[src/hw/rtl/pfx_pkg.sv]
// Types and constants for the postfix expression evaluator.
package pfx_pkg;

  localparam int DATA_W = 32;

  typedef enum logic [2:0] {
    ST_OK      = 3'd0,
    ST_INVALID = 3'd1,
    ST_UNDER   = 3'd2,
    ST_OVER    = 3'd3,
    ST_ZERO    = 3'd4
  } status_t;

  localparam logic [7:0] CH_ZERO = 8'h30;
  localparam logic [7:0] CH_NINE = 8'h39;
  localparam logic [7:0] CH_ADD  = 8'h2B;
  localparam logic [7:0] CH_SUB  = 8'h2D;
  localparam logic [7:0] CH_MUL  = 8'h2A;
  localparam logic [7:0] CH_DIV  = 8'h2F;
  localparam logic [7:0] CH_MOD  = 8'h25;
  localparam logic [7:0] CH_POW  = 8'h5E;

  typedef struct packed {
    logic [7:0] symbol;
    logic       last;
  } in_item_t;

  typedef struct packed {
    logic signed [DATA_W-1:0] value;
    status_t                  status;
  } out_item_t;

endpackage

[src/hw/rtl/postfix_expression_evaluator_top.sv]
// Postfix expression evaluator: operand stack, shared multiplier and serial divider.
//
//   Channel  Signals                            Dir  Contents
//   item     item_valid, item_ready, item       in   symbol (8b ASCII), last
//   result   result_valid, result_ready, result out  value (32b signed), status (3b)
//
// One item at a time; item_ready is high only while waiting for an item.
// Digit, error or ignored item: accept, then execute. + - *: execute, then pop.
// / and %: execute, the one-bit-per-cycle restoring divider, finish, then pop.
// ^: one multiplier step per squaring plus one per set exponent bit, on the
// single shared multiplier. A last item adds a result load, held while it stalls.
// Reset clears count, error and result_valid; stack words are undefined until pushed.
module postfix_expression_evaluator_top #(
  parameter int STACK_DEPTH = 32
) (
  input  logic                clk,
  input  logic                rst,
  input  logic                item_valid,
  output logic                item_ready,
  input  pfx_pkg::in_item_t   item,
  output logic                result_valid,
  input  logic                result_ready,
  output pfx_pkg::out_item_t  result
);
  import pfx_pkg::*;

  localparam int CNT_W = $clog2(STACK_DEPTH + 1);
  localparam int IDX_W = $clog2(STACK_DEPTH);

  typedef enum logic [7:0] {
    S_IDLE   = 8'b0000_0001,
    S_EXEC   = 8'b0000_0010,
    S_DIV    = 8'b0000_0100,
    S_DIVFIN = 8'b0000_1000,
    S_PMUL   = 8'b0001_0000,
    S_PSQR   = 8'b0010_0000,
    S_POP    = 8'b0100_0000,
    S_FIN    = 8'b1000_0000
  } state_t;

  function automatic logic [DATA_W-1:0] mag(input logic [DATA_W-1:0] v);
    return v[DATA_W-1] ? (DATA_W'(0) - v) : v;
  endfunction

  state_t             state;
  state_t             done_state;
  logic [7:0]         sym;
  logic               last_q;
  logic [CNT_W-1:0]   count;
  status_t            err;
  logic [DATA_W-1:0]  tos;
  logic [DATA_W-1:0]  nos;
  logic [DATA_W-1:0]  res;
  logic [DATA_W-1:0]  rd_data;
  logic [DATA_W-1:0]  mem [STACK_DEPTH];

  logic [DATA_W-1:0]  dv_rem;
  logic [DATA_W-1:0]  dv_quo;
  logic [DATA_W-1:0]  dv_den;
  logic [4:0]         dv_cnt;
  logic               dv_qneg;
  logic               dv_rneg;
  logic               dv_isrem;

  logic [DATA_W-1:0]  pw_acc;
  logic [DATA_W-1:0]  pw_base;
  logic [DATA_W-1:0]  pw_exp;

  logic [DATA_W-1:0]  mul_x;
  logic [DATA_W-1:0]  mul_y;
  logic [DATA_W-1:0]  prod;
  logic [DATA_W:0]    dv_shift;
  logic [DATA_W:0]    dv_diff;
  logic               dv_ge;
  logic               full;
  logic               is_digit;
  logic               mem_we;
  logic [CNT_W-1:0]   wr_full;
  logic [CNT_W-1:0]   rd_full;
  logic [IDX_W-1:0]   wr_addr;
  logic [IDX_W-1:0]   rd_addr;

  assign item_ready = (state == S_IDLE);
  assign done_state = last_q ? S_FIN : S_IDLE;

  // Shared multiplier: acc*base, base*base, or the two stack tops.
  always_comb begin
    case (state)
      S_PMUL: begin
        mul_x = pw_acc;
        mul_y = pw_base;
      end
      S_PSQR: begin
        mul_x = pw_base;
        mul_y = pw_base;
      end
      default: begin
        mul_x = nos;
        mul_y = tos;
      end
    endcase
  end
  assign prod = mul_x * mul_y;

  assign dv_shift = {dv_rem, dv_quo[DATA_W-1]};
  assign dv_diff  = dv_shift - {1'b0, dv_den};
  assign dv_ge    = !dv_diff[DATA_W];

  assign full     = (count == CNT_W'(STACK_DEPTH));
  assign is_digit = (sym >= CH_ZERO) && (sym <= CH_NINE);
  assign mem_we   = (state == S_EXEC) && (err == ST_OK) && is_digit && !full &&
                    (count >= CNT_W'(2));

  // Entries below the two top registers live in memory at their own index.
  assign wr_full = count - CNT_W'(2);
  assign rd_full = (count >= CNT_W'(3)) ? (count - CNT_W'(3)) : '0;
  assign wr_addr = wr_full[IDX_W-1:0];
  assign rd_addr = rd_full[IDX_W-1:0];

  always_ff @(posedge clk) begin
    if (mem_we) begin
      mem[wr_addr] <= nos;
    end
    rd_data <= mem[rd_addr];
  end

  always_ff @(posedge clk) begin
    if (rst) begin
      state        <= S_IDLE;
      count        <= '0;
      err          <= ST_OK;
      result_valid <= 1'b0;
    end else begin
      // The result load in S_FIN owns result_valid in that state.
      if (result_valid && result_ready && (state != S_FIN)) begin
        result_valid <= 1'b0;
      end
      case (state)
        S_IDLE: begin
          if (item_valid) begin
            sym    <= item.symbol;
            last_q <= item.last;
            state  <= S_EXEC;
          end
        end
        S_EXEC: begin
          if (err != ST_OK) begin
            state <= done_state;
          end else begin
            case (sym) inside
              [CH_ZERO:CH_NINE]: begin
                if (full) begin
                  err <= ST_OVER;
                end else begin
                  nos   <= tos;
                  tos   <= {24'd0, sym - CH_ZERO};
                  count <= count + CNT_W'(1);
                end
                state <= done_state;
              end
              CH_ADD, CH_SUB, CH_MUL, CH_DIV, CH_MOD, CH_POW: begin
                if (count < CNT_W'(2)) begin
                  err   <= ST_UNDER;
                  state <= done_state;
                end else begin
                  case (sym)
                    CH_ADD: begin
                      res   <= nos + tos;
                      state <= S_POP;
                    end
                    CH_SUB: begin
                      res   <= nos - tos;
                      state <= S_POP;
                    end
                    CH_MUL: begin
                      res   <= prod;
                      state <= S_POP;
                    end
                    CH_DIV, CH_MOD: begin
                      if (tos == '0) begin
                        err   <= ST_ZERO;
                        state <= done_state;
                      end else begin
                        dv_rem   <= '0;
                        dv_quo   <= mag(nos);
                        dv_den   <= mag(tos);
                        dv_cnt   <= '0;
                        dv_qneg  <= nos[DATA_W-1] ^ tos[DATA_W-1];
                        dv_rneg  <= nos[DATA_W-1];
                        dv_isrem <= (sym == CH_MOD);
                        state    <= S_DIV;
                      end
                    end
                    default: begin
                      // Power; a negative exponent gives +-1 for bases 1 and -1, an error for base 0, else 0.
                      if (tos[DATA_W-1]) begin
                        if (nos == DATA_W'(1)) begin
                          res   <= DATA_W'(1);
                          state <= S_POP;
                        end else if (nos == '1) begin
                          res   <= tos[0] ? '1 : DATA_W'(1);
                          state <= S_POP;
                        end else if (nos == '0) begin
                          err   <= ST_ZERO;
                          state <= done_state;
                        end else begin
                          res   <= '0;
                          state <= S_POP;
                        end
                      end else if (tos == '0) begin
                        res   <= DATA_W'(1);
                        state <= S_POP;
                      end else begin
                        pw_acc  <= DATA_W'(1);
                        pw_base <= nos;
                        pw_exp  <= tos;
                        state   <= tos[0] ? S_PMUL : S_PSQR;
                      end
                    end
                  endcase
                end
              end
              default: begin
                err   <= ST_INVALID;
                state <= done_state;
              end
            endcase
          end
        end
        S_DIV: begin
          dv_rem <= dv_ge ? dv_diff[DATA_W-1:0] : dv_shift[DATA_W-1:0];
          dv_quo <= {dv_quo[DATA_W-2:0], dv_ge};
          dv_cnt <= dv_cnt + 5'd1;
          if (dv_cnt == 5'd31) begin
            state <= S_DIVFIN;
          end
        end
        S_DIVFIN: begin
          if (dv_isrem) begin
            res <= dv_rneg ? (DATA_W'(0) - dv_rem) : dv_rem;
          end else begin
            res <= dv_qneg ? (DATA_W'(0) - dv_quo) : dv_quo;
          end
          state <= S_POP;
        end
        S_PMUL: begin
          pw_acc <= prod;
          state  <= S_PSQR;
        end
        S_PSQR: begin
          pw_base <= prod;
          pw_exp  <= pw_exp >> 1;
          if (pw_exp[DATA_W-1:1] == '0) begin
            res   <= pw_acc;
            state <= S_POP;
          end else begin
            state <= pw_exp[1] ? S_PMUL : S_PSQR;
          end
        end
        S_POP: begin
          // Drop the right operand and refill the second slot from memory.
          tos   <= res;
          nos   <= rd_data;
          count <= count - CNT_W'(1);
          state <= done_state;
        end
        S_FIN: begin
          if (!result_valid || result_ready) begin
            result_valid <= 1'b1;
            if (err != ST_OK) begin
              result.value  <= '0;
              result.status <= err;
            end else if (count == '0) begin
              result.value  <= '0;
              result.status <= ST_UNDER;
            end else begin
              result.value  <= tos;
              result.status <= ST_OK;
            end
            count <= '0;
            err   <= ST_OK;
            state <= S_IDLE;
          end
        end
        default: state <= S_IDLE;
      endcase
    end
  end

endmodule

[config.mk]
export PLATFORM = sky130hd
export DESIGN_NAME = postfix_expression_evaluator_top
export DESIGN_NICKNAME = d
export VERILOG_FILES = /design/src/hw/rtl/pfx_pkg.sv /design/src/hw/rtl/postfix_expression_evaluator_top.sv
export SDC_FILE = /design/constraint.sdc
export NUM_CORES = 2
export LEC_CHECK = 0
export ABC_CLOCK_PERIOD_IN_PS = 17000
export BUFFER_PORTS_ARGS = -buffer_cell sky130_fd_sc_hd__buf_2
export CAP_MARGIN = 20
export CORE_UTILIZATION = 45
export CTS_CLUSTER_DIAMETER = 80
export CTS_CLUSTER_SIZE = 10
export DETAILED_ROUTE_END_ITERATION = 16
export SLEW_MARGIN = 0
export SYNTH_ARGS = -nofsm -noshare
export SYNTH_HDL_FRONTEND = slang
export SYNTH_SLANG_ARGS = --single-unit
[constraint.sdc]
create_clock -name clk -period 17 [get_ports clk]
set_input_delay 1.7 -clock clk [delete_from_list [all_inputs] [get_ports clk]]
set_output_delay 1.7 -clock clk [all_outputs]
set_load 0.02 [all_outputs]
-- After elaboration in Yosys (flattened, before gate mapping)
Memory sizes are Yosys's and may differ from the RTL's. A register that Yosys moved wholly into a read port is not among the register bits.
Index checks and enable logic that the tools add are counted.
- register bits after elaboration: 358
- memory bits (writable): 1024
- input bits: 13
- word-level logic and storage cells: 251
- memories: 1
- memory list (name ; depth ; width ; read ports ; clocked after Yosys merged registers in ; write ports ; line ; source):
    mem ; 32 ; 32 ; 1 ; 1 ; 1 ; postfix_expression_evaluator_top.sv:55 ; logic [DATA_W-1:0] mem [STACK_DEPTH];
- add/sub/neg operators: 13
- multipliers: 1
- $lt $le $gt $ge: 5
- equal/unequal tests: 43
- mux-type cells: 119
- bitwise operators: 6
- reduce and logical (&&, ||, !) cells: 41
- operators with widths (cell ; count):
    $mux 32 ; 56
    $pmux 32 s2 ; 8
    $pmux 32 s4 ; 1
    $sub 1x32->32 const A ; 4
    $mux 8 ; 13
    $pmux 32 s3 ; 1
    $logic_not 32->1 ; 2
    $pmux 8 s8 ; 1
    $eq 8x6->1 const B ; 6
    $mux 3 ; 12
    $mux 6 ; 6
    $mux 5 ; 7
    $sub 33x32->33 ; 1
    $add 32x32->32 ; 1
    $eq 32x1->1 const B ; 1
    $eq 32x32->1 const B ; 1
    $mul 32x32->32 ; 1
    $sub 32x32->32 ; 1
    $logic_not 31->1 ; 1
    $mux 31 ; 1
    $ne 6x6->1 const B ; 5
    $ne 2x2->1 const B ; 13
    $reduce_and 10->1 ; 2
    $pmux 6 s3 ; 1
    46 further kinds ; 82

-- Longest topological paths before layout
- word-level depth: 11
- mapped depth: 39
- depth with buffers taken out: 32

-- Worst setup path after synthesis
No wires, ideal clock.
- kind: reg2reg
- start: register state[3]
- end: register res[26], data pin
- arrival: 8.909 ns
- setup slack: 7.830 ns
- stages on the path, launching flop included: 37
- path buffers: 8
- period minus slack after synthesis: 9.170 ns
- cells stage by stage: dfxtp_1 > buf_2 > nor4_4 > buf_4 > o211ai_4 > buf_6 > buf_6 > buf_2 > buf_1 > mux2i_1 > clkbuf_1 > nor2_1 > fa_1 > fa_1 > fa_1 > inv_1 > fa_1 > inv_1 > fa_1 > inv_1 > fa_1 > inv_1 > fa_1 > fa_1 > ha_1 > clkbuf_1 > a21o_1 > a21o_1 > a21oi_1 > o21ai_0 > a21o_1 > a211o_1 > a31o_2 > a21oi_1 > xor2_1 > o221ai_1 > a221o_1
- cells in the longest elaborated chain, start to end: 10
- elaborated cells between the ends (all ways): 14
- those cells by class: mul (1); eq/ne (4); mux (8); reduce/logical (1)
- RTL lines (element ; line ; source):
    from (decl) ; postfix_expression_evaluator_top.sv:45 ; state_t state;
    from (signal assigned) ; postfix_expression_evaluator_top.sv:148 ; state <= done_state;
    from (signal assigned) ; postfix_expression_evaluator_top.sv:159 ; state <= done_state;
    from (signal assigned) ; postfix_expression_evaluator_top.sv:164 ; state <= done_state;
    $eq 8x6->1 / $eq 8x5->1 (equally long branches) ; postfix_expression_evaluator_top.sv:88, postfix_expression_evaluator_top.sv:138 ;
    $reduce_or 2->1 (no source line) ; n/a ;
    $mux 32 ; postfix_expression_evaluator_top.sv:88 ; case (state)
    $mul 32x32->32 ; postfix_expression_evaluator_top.sv:103 ; assign prod = mul_x * mul_y;
    $pmux 32 s4 ; postfix_expression_evaluator_top.sv:166 ; case (sym)
    $mux 32 ; postfix_expression_evaluator_top.sv:162 ; if (count < CNT_W'(2)) begin
    $mux 32 (2 in a row) ; postfix_expression_evaluator_top.sv:150 ; case (sym) inside
    $mux 32 ; postfix_expression_evaluator_top.sv:147 ; if (err != ST_OK) begin
    $pmux 32 s3 (*) ; postfix_expression_evaluator_top.sv:138 ; case (state)
    to (signal assigned) ; postfix_expression_evaluator_top.sv:168 ; res <= nos + tos;
    to (signal assigned) ; postfix_expression_evaluator_top.sv:172 ; res <= nos - tos;
    to (signal assigned) ; postfix_expression_evaluator_top.sv:176 ; res <= prod;
    to (decl) ; postfix_expression_evaluator_top.sv:53 ; logic [DATA_W-1:0] res;
Mark *: on every way between the ends. The rest lies on a longest branch, timed or not. The select of a mux whose other input is x is not followed.
A chain may end at the register's enable or synchronous reset.

-- Final worst setup path
- start: register state[3]
- end: register pw_base[30], data pin
- cells in the longest elaborated chain, start to end: 5
- elaborated cells between the ends (all ways): 8
- those cells by class: mul (1); eq/ne (3); mux (3); reduce/logical (1)
- RTL lines (element ; line ; source):
    $eq 8x6->1 / $eq 8x5->1 (equally long branches) ; postfix_expression_evaluator_top.sv:88, postfix_expression_evaluator_top.sv:138 ;
    $reduce_or 2->1 (no source line) ; n/a ;
    $mux 32 ; postfix_expression_evaluator_top.sv:88 ;
    $mul 32x32->32 ; postfix_expression_evaluator_top.sv:103 ;
    $pmux 32 s2 (*) ; postfix_expression_evaluator_top.sv:138 ;
    to (signal assigned) ; postfix_expression_evaluator_top.sv:215 ; pw_base <= nos;
    to (signal assigned) ; postfix_expression_evaluator_top.sv:251 ; pw_base <= prod;
    to (decl) ; postfix_expression_evaluator_top.sv:66 ; logic [DATA_W-1:0] pw_base;
Mark *: on every way between the ends. The rest lies on a longest branch, timed or not.

==> summary.md <==
| Metric | Value |
|---|---|
| Post-synthesis sequential area ratio | `0.5348` |
| Setup CP Type | `reg -> reg` |
| Max incr delay on CP | `between 0.7 and 0.8 ns` |
| Top routing layer in use | `met5` |
| Xor and xnor fraction of the mapped netlist area | `0.03417` |
| Post-CTS sizing | `0` |
| Slew @ Worst Pin | `1.231 ns` |
| Post-Synth Adder-Cell Area | `0.1381` |
| Fillers | `between 15000 and 20000` |
| Simple-gate share of the synthesized area | `0.1067` |
| CTS Buffer Depth | `3` |
| Largest family of logic cells by synthesized area | `adder cells` |
| Final Max Slew Viols | `0` |
| Cell Rows | `between 150 and 200` |
| Vias per inst | `~6` |
| Clock slew at reported path FFs | `0.06 ns` |
| Register share of total power | `0.532` |
| Max-cap violations | `0` |
| Fmax | `between 90 and 100 MHz` |
| CP max FO | `46` |
| P_leak | `~0.032 uW` |
| Number of port buffers | `49` |
| Layout Nets | `between 7000 and 8000` |
| Routed Antenna Nets | `0` |
| Hold Crit Class | `reg -> reg` |
| Post-Route WL | `approximately 250000 um` |
| Die W | `between 400 and 500 um` |
| Slew margin rel. | `0.1795` |
| DR iter-0 viols | `~5800` |
| Fin crit period | `between 10 and 15 ns` |
| Core footprint | `~170000 um^2` |
| EDFF count, synth | `1362` |
| Gr ovfl total | `0` |
| Post-CTS Setup Repair Bufs | `0` |
| Netlist cell types | `87` |
| Sw frac | `0.2099` |
| Setup tns final | `0 ns` |
| Synth Area in Compound Gates | `0.1086` |
| CTS tree | `yes` |
| DRT Pass-1 Iters | `7` |
| CTS H-Tree Depth | `4` |
| Chip Height | `~420 um` |
| WL met1 | `~99000 um` |
| Synth top area share | `0.5220` |
| Vias in the first global route | `52360` |
| Per-cell routed wire length | `roughly 28 um` |
| DP HPWL | `157400 um` |
| Final WS setup | `about 7.0 ns` |
| Worst Path Required | `approximately 18 ns` |
| RePlAce Congestion | `around 1.0` |
| CTS Buf Count | `160` |
| Status | `completed` |
| Met3 Wirelength | `between 20000 and 25000 um` |
| Clock power frac | `0.446` |
| DRC viols | `0` |
| WL met2 | `114500 um` |
| P per Cell Area | `81.83 nW/um^2` |
| Final period util | `0.5892` |
| Initial antenna violation count | `10` |
| Max IR drop VDD | `0.08494 mV` |
| All-Layer GR Usage | `0.2838` |
| Ports | `50` |
| Synth area leader | `edfxtp_1` |
| Cell internal pwr | `between 5000 and 6000 uW` |
| Clock sink count | `around 1400` |
| Ys flop type | `edfxtp_1` |
| Post-synth ARST share | `0` |
| RSZ-0062 raised after global routing | `false` |
| Root buffer cell | `clkbuf_16` |
| Mean area per synthesized cell | `approximately 12 um^2` |
| Vias | `roughly 54000` |
| Clk Latency, worst-skew pair | `between 0.8 and 0.9 ns` |
| CP max-delay cell | `buf_4` |
| Most frequent CP cell | `fa_1` |
| CTS Hold Bufs | `0` |
| Final Skew | `0.04679 ns` |
| Hold Fails Final Rpt | `0` |
| Logic gate share of total power | `0.022` |
| #FFs+latches synth | `between 1000 and 1500` |
| Crit. End Element | `register` |
| Synth Warn # | `0` |
| Cell Area, Synth | `roughly 80000 um^2` |
| Post-synthesis cell count | `roughly 6500` |
| Place WS | `around 7.1 ns` |
| Storage element area | `around 42000 um^2` |
| Area of the multi-input gates | `~34000 um^2` |
| Crit start category | `register` |
| Share of cells above drive strength 1 | `0.09842` |
| Initial Util | `0.4547` |
| Most numerous cell in the Yosys netlist | `edfxtp_1` |
| Top cells by count, synth | `edfxtp_1, nand2_1, nor2_1, inv_1, fa_1` |
| Layout Utilization | `0.5024` |
| Syn Nets | `7170` |
| P&R area growth vs syn | `10.48%` |
| Leading post-synthesis cells by cell area | `edfxtp_1, fa_1, nand2_1, ha_1, nor2_1` |
| Crit path DAT | `between 10 and 15 ns` |
| Largest net degree at the start of global routing | `about 200` |
| Post-synthesis mux area share | `0.03502` |
| Final setup fails | `0` |
| First-pass GRT wire length | `roughly 360000 um` |
| Die footprint | `~180000 um^2` |
| NetSw | `1486 uW` |
[per-layer routing]
| layer | GRT usage | vias up |
|---|---|---|
| li1 | - | 23410 |
| met1 | 0.3730 | 27110 |
| met2 | 0.4473 | 2609 |
| met3 | 0.05572 | 611 |
| met4 | 0.1457 | 4 |
| met5 | 0 | - |
[metrics by stage]
stage                     std cells  hold slack, ns  area, um^2  power, uW
after detailed placement       8676          0.4823       81870       3990
after global placement         8676          0.4724       81870       3989
after floorplan                6539          0.4745       78350       3937
after global routing           8947          0.5076       86560       7267
after CTS                      8944          0.4956       86540       7125
final                          8948          0.4996       86560       7083
[flip-flops by register name, indices dropped and copies added (netlist names), 3 cells and up]
register  count
dv_cnt        5
mem        1024
count         6
rd_data      32
dv_quo       32
pw_base      32
dv_rem       32
pw_acc       32
pw_exp       30
sym           8
err           3
result       35
state         8
dv_den       32
nos          32
tos          32
res          32
[layout by cell type, fill, tap and decap left out, types with 123 or more instances in the layout]
cell          n
nor2_1      487
ha_1        207
xor2_1      123
inv_1       469
o21ai_0     298
clkbuf_16   161
fa_1        411
a31oi_1     136
nand2_1     844
xnor2_1     168
and2_1      210
o22ai_1     131
edfxtp_1   1362
o221ai_1    146
buf_4       182
a211oi_1    166
[critical path, delay by kind of cell (launching register included)]
family                     cells  cell delay [ns]
buffers and inverters          7             1.55
DFF                            1             0.53
muxes                          1             0.28
and+or+nand+nor                2             0.19
adders and majority gates      9             4.32
AOI/OAI and AO/OA             11             2.58
xor gates and xnor gates       1             0.22
[cell type report]
class,count,area share
antenna,3,0.00008672
clock buffer,253,0.05053
clock inverter,15,0.003411
inverter,470,0.02047
multi-input combinational,4250,0.3885
sequential,1412,0.4840
tap,2310,0.03339
timing repair buffer,235,0.01954
[power groups by stage]
stage | clock network [uW] | logic, uW | registers, uW
after floorplan | 0 | 98.5 | 3840
after global placement | 0 | 148 | 3840
after detailed placement | 0 | 148 | 3840
after CTS | 3210 | 150 | 3770
after global routing | 3340 | 163 | 3770
final | 3160 | 153 | 3770
[kinds of logic (layout without fill, tap and decap cells)]
family,count (synthesis),after routing
AND/OR/NAND/NOR,1881,1881
flip-flops,1412,1412
AO/OA/AOI/OAI,1270,1270
buffers and inverters,877,973
adder cells (fa/ha/maj),618,618
XOR/XNOR,297,297
multiplexers,184,184
other,0,3
[final timing paths]
| kind | startpoint | endpoint | slack, ns | depth (start not counted) |
|---|---|---|---|---|
| setup / recovery | state[3] | pw_base[30] | 6.98 | 31 |
| hold / removal | rd_data[11] | nos[11] | 0.50 | 2 |
| setup reg to reg | state[3] | pw_base[30] | 6.98 | 31 |
| hold reg to reg | rd_data[11] | nos[11] | 0.50 | 2 |
(Power assumes the default switching activity.)
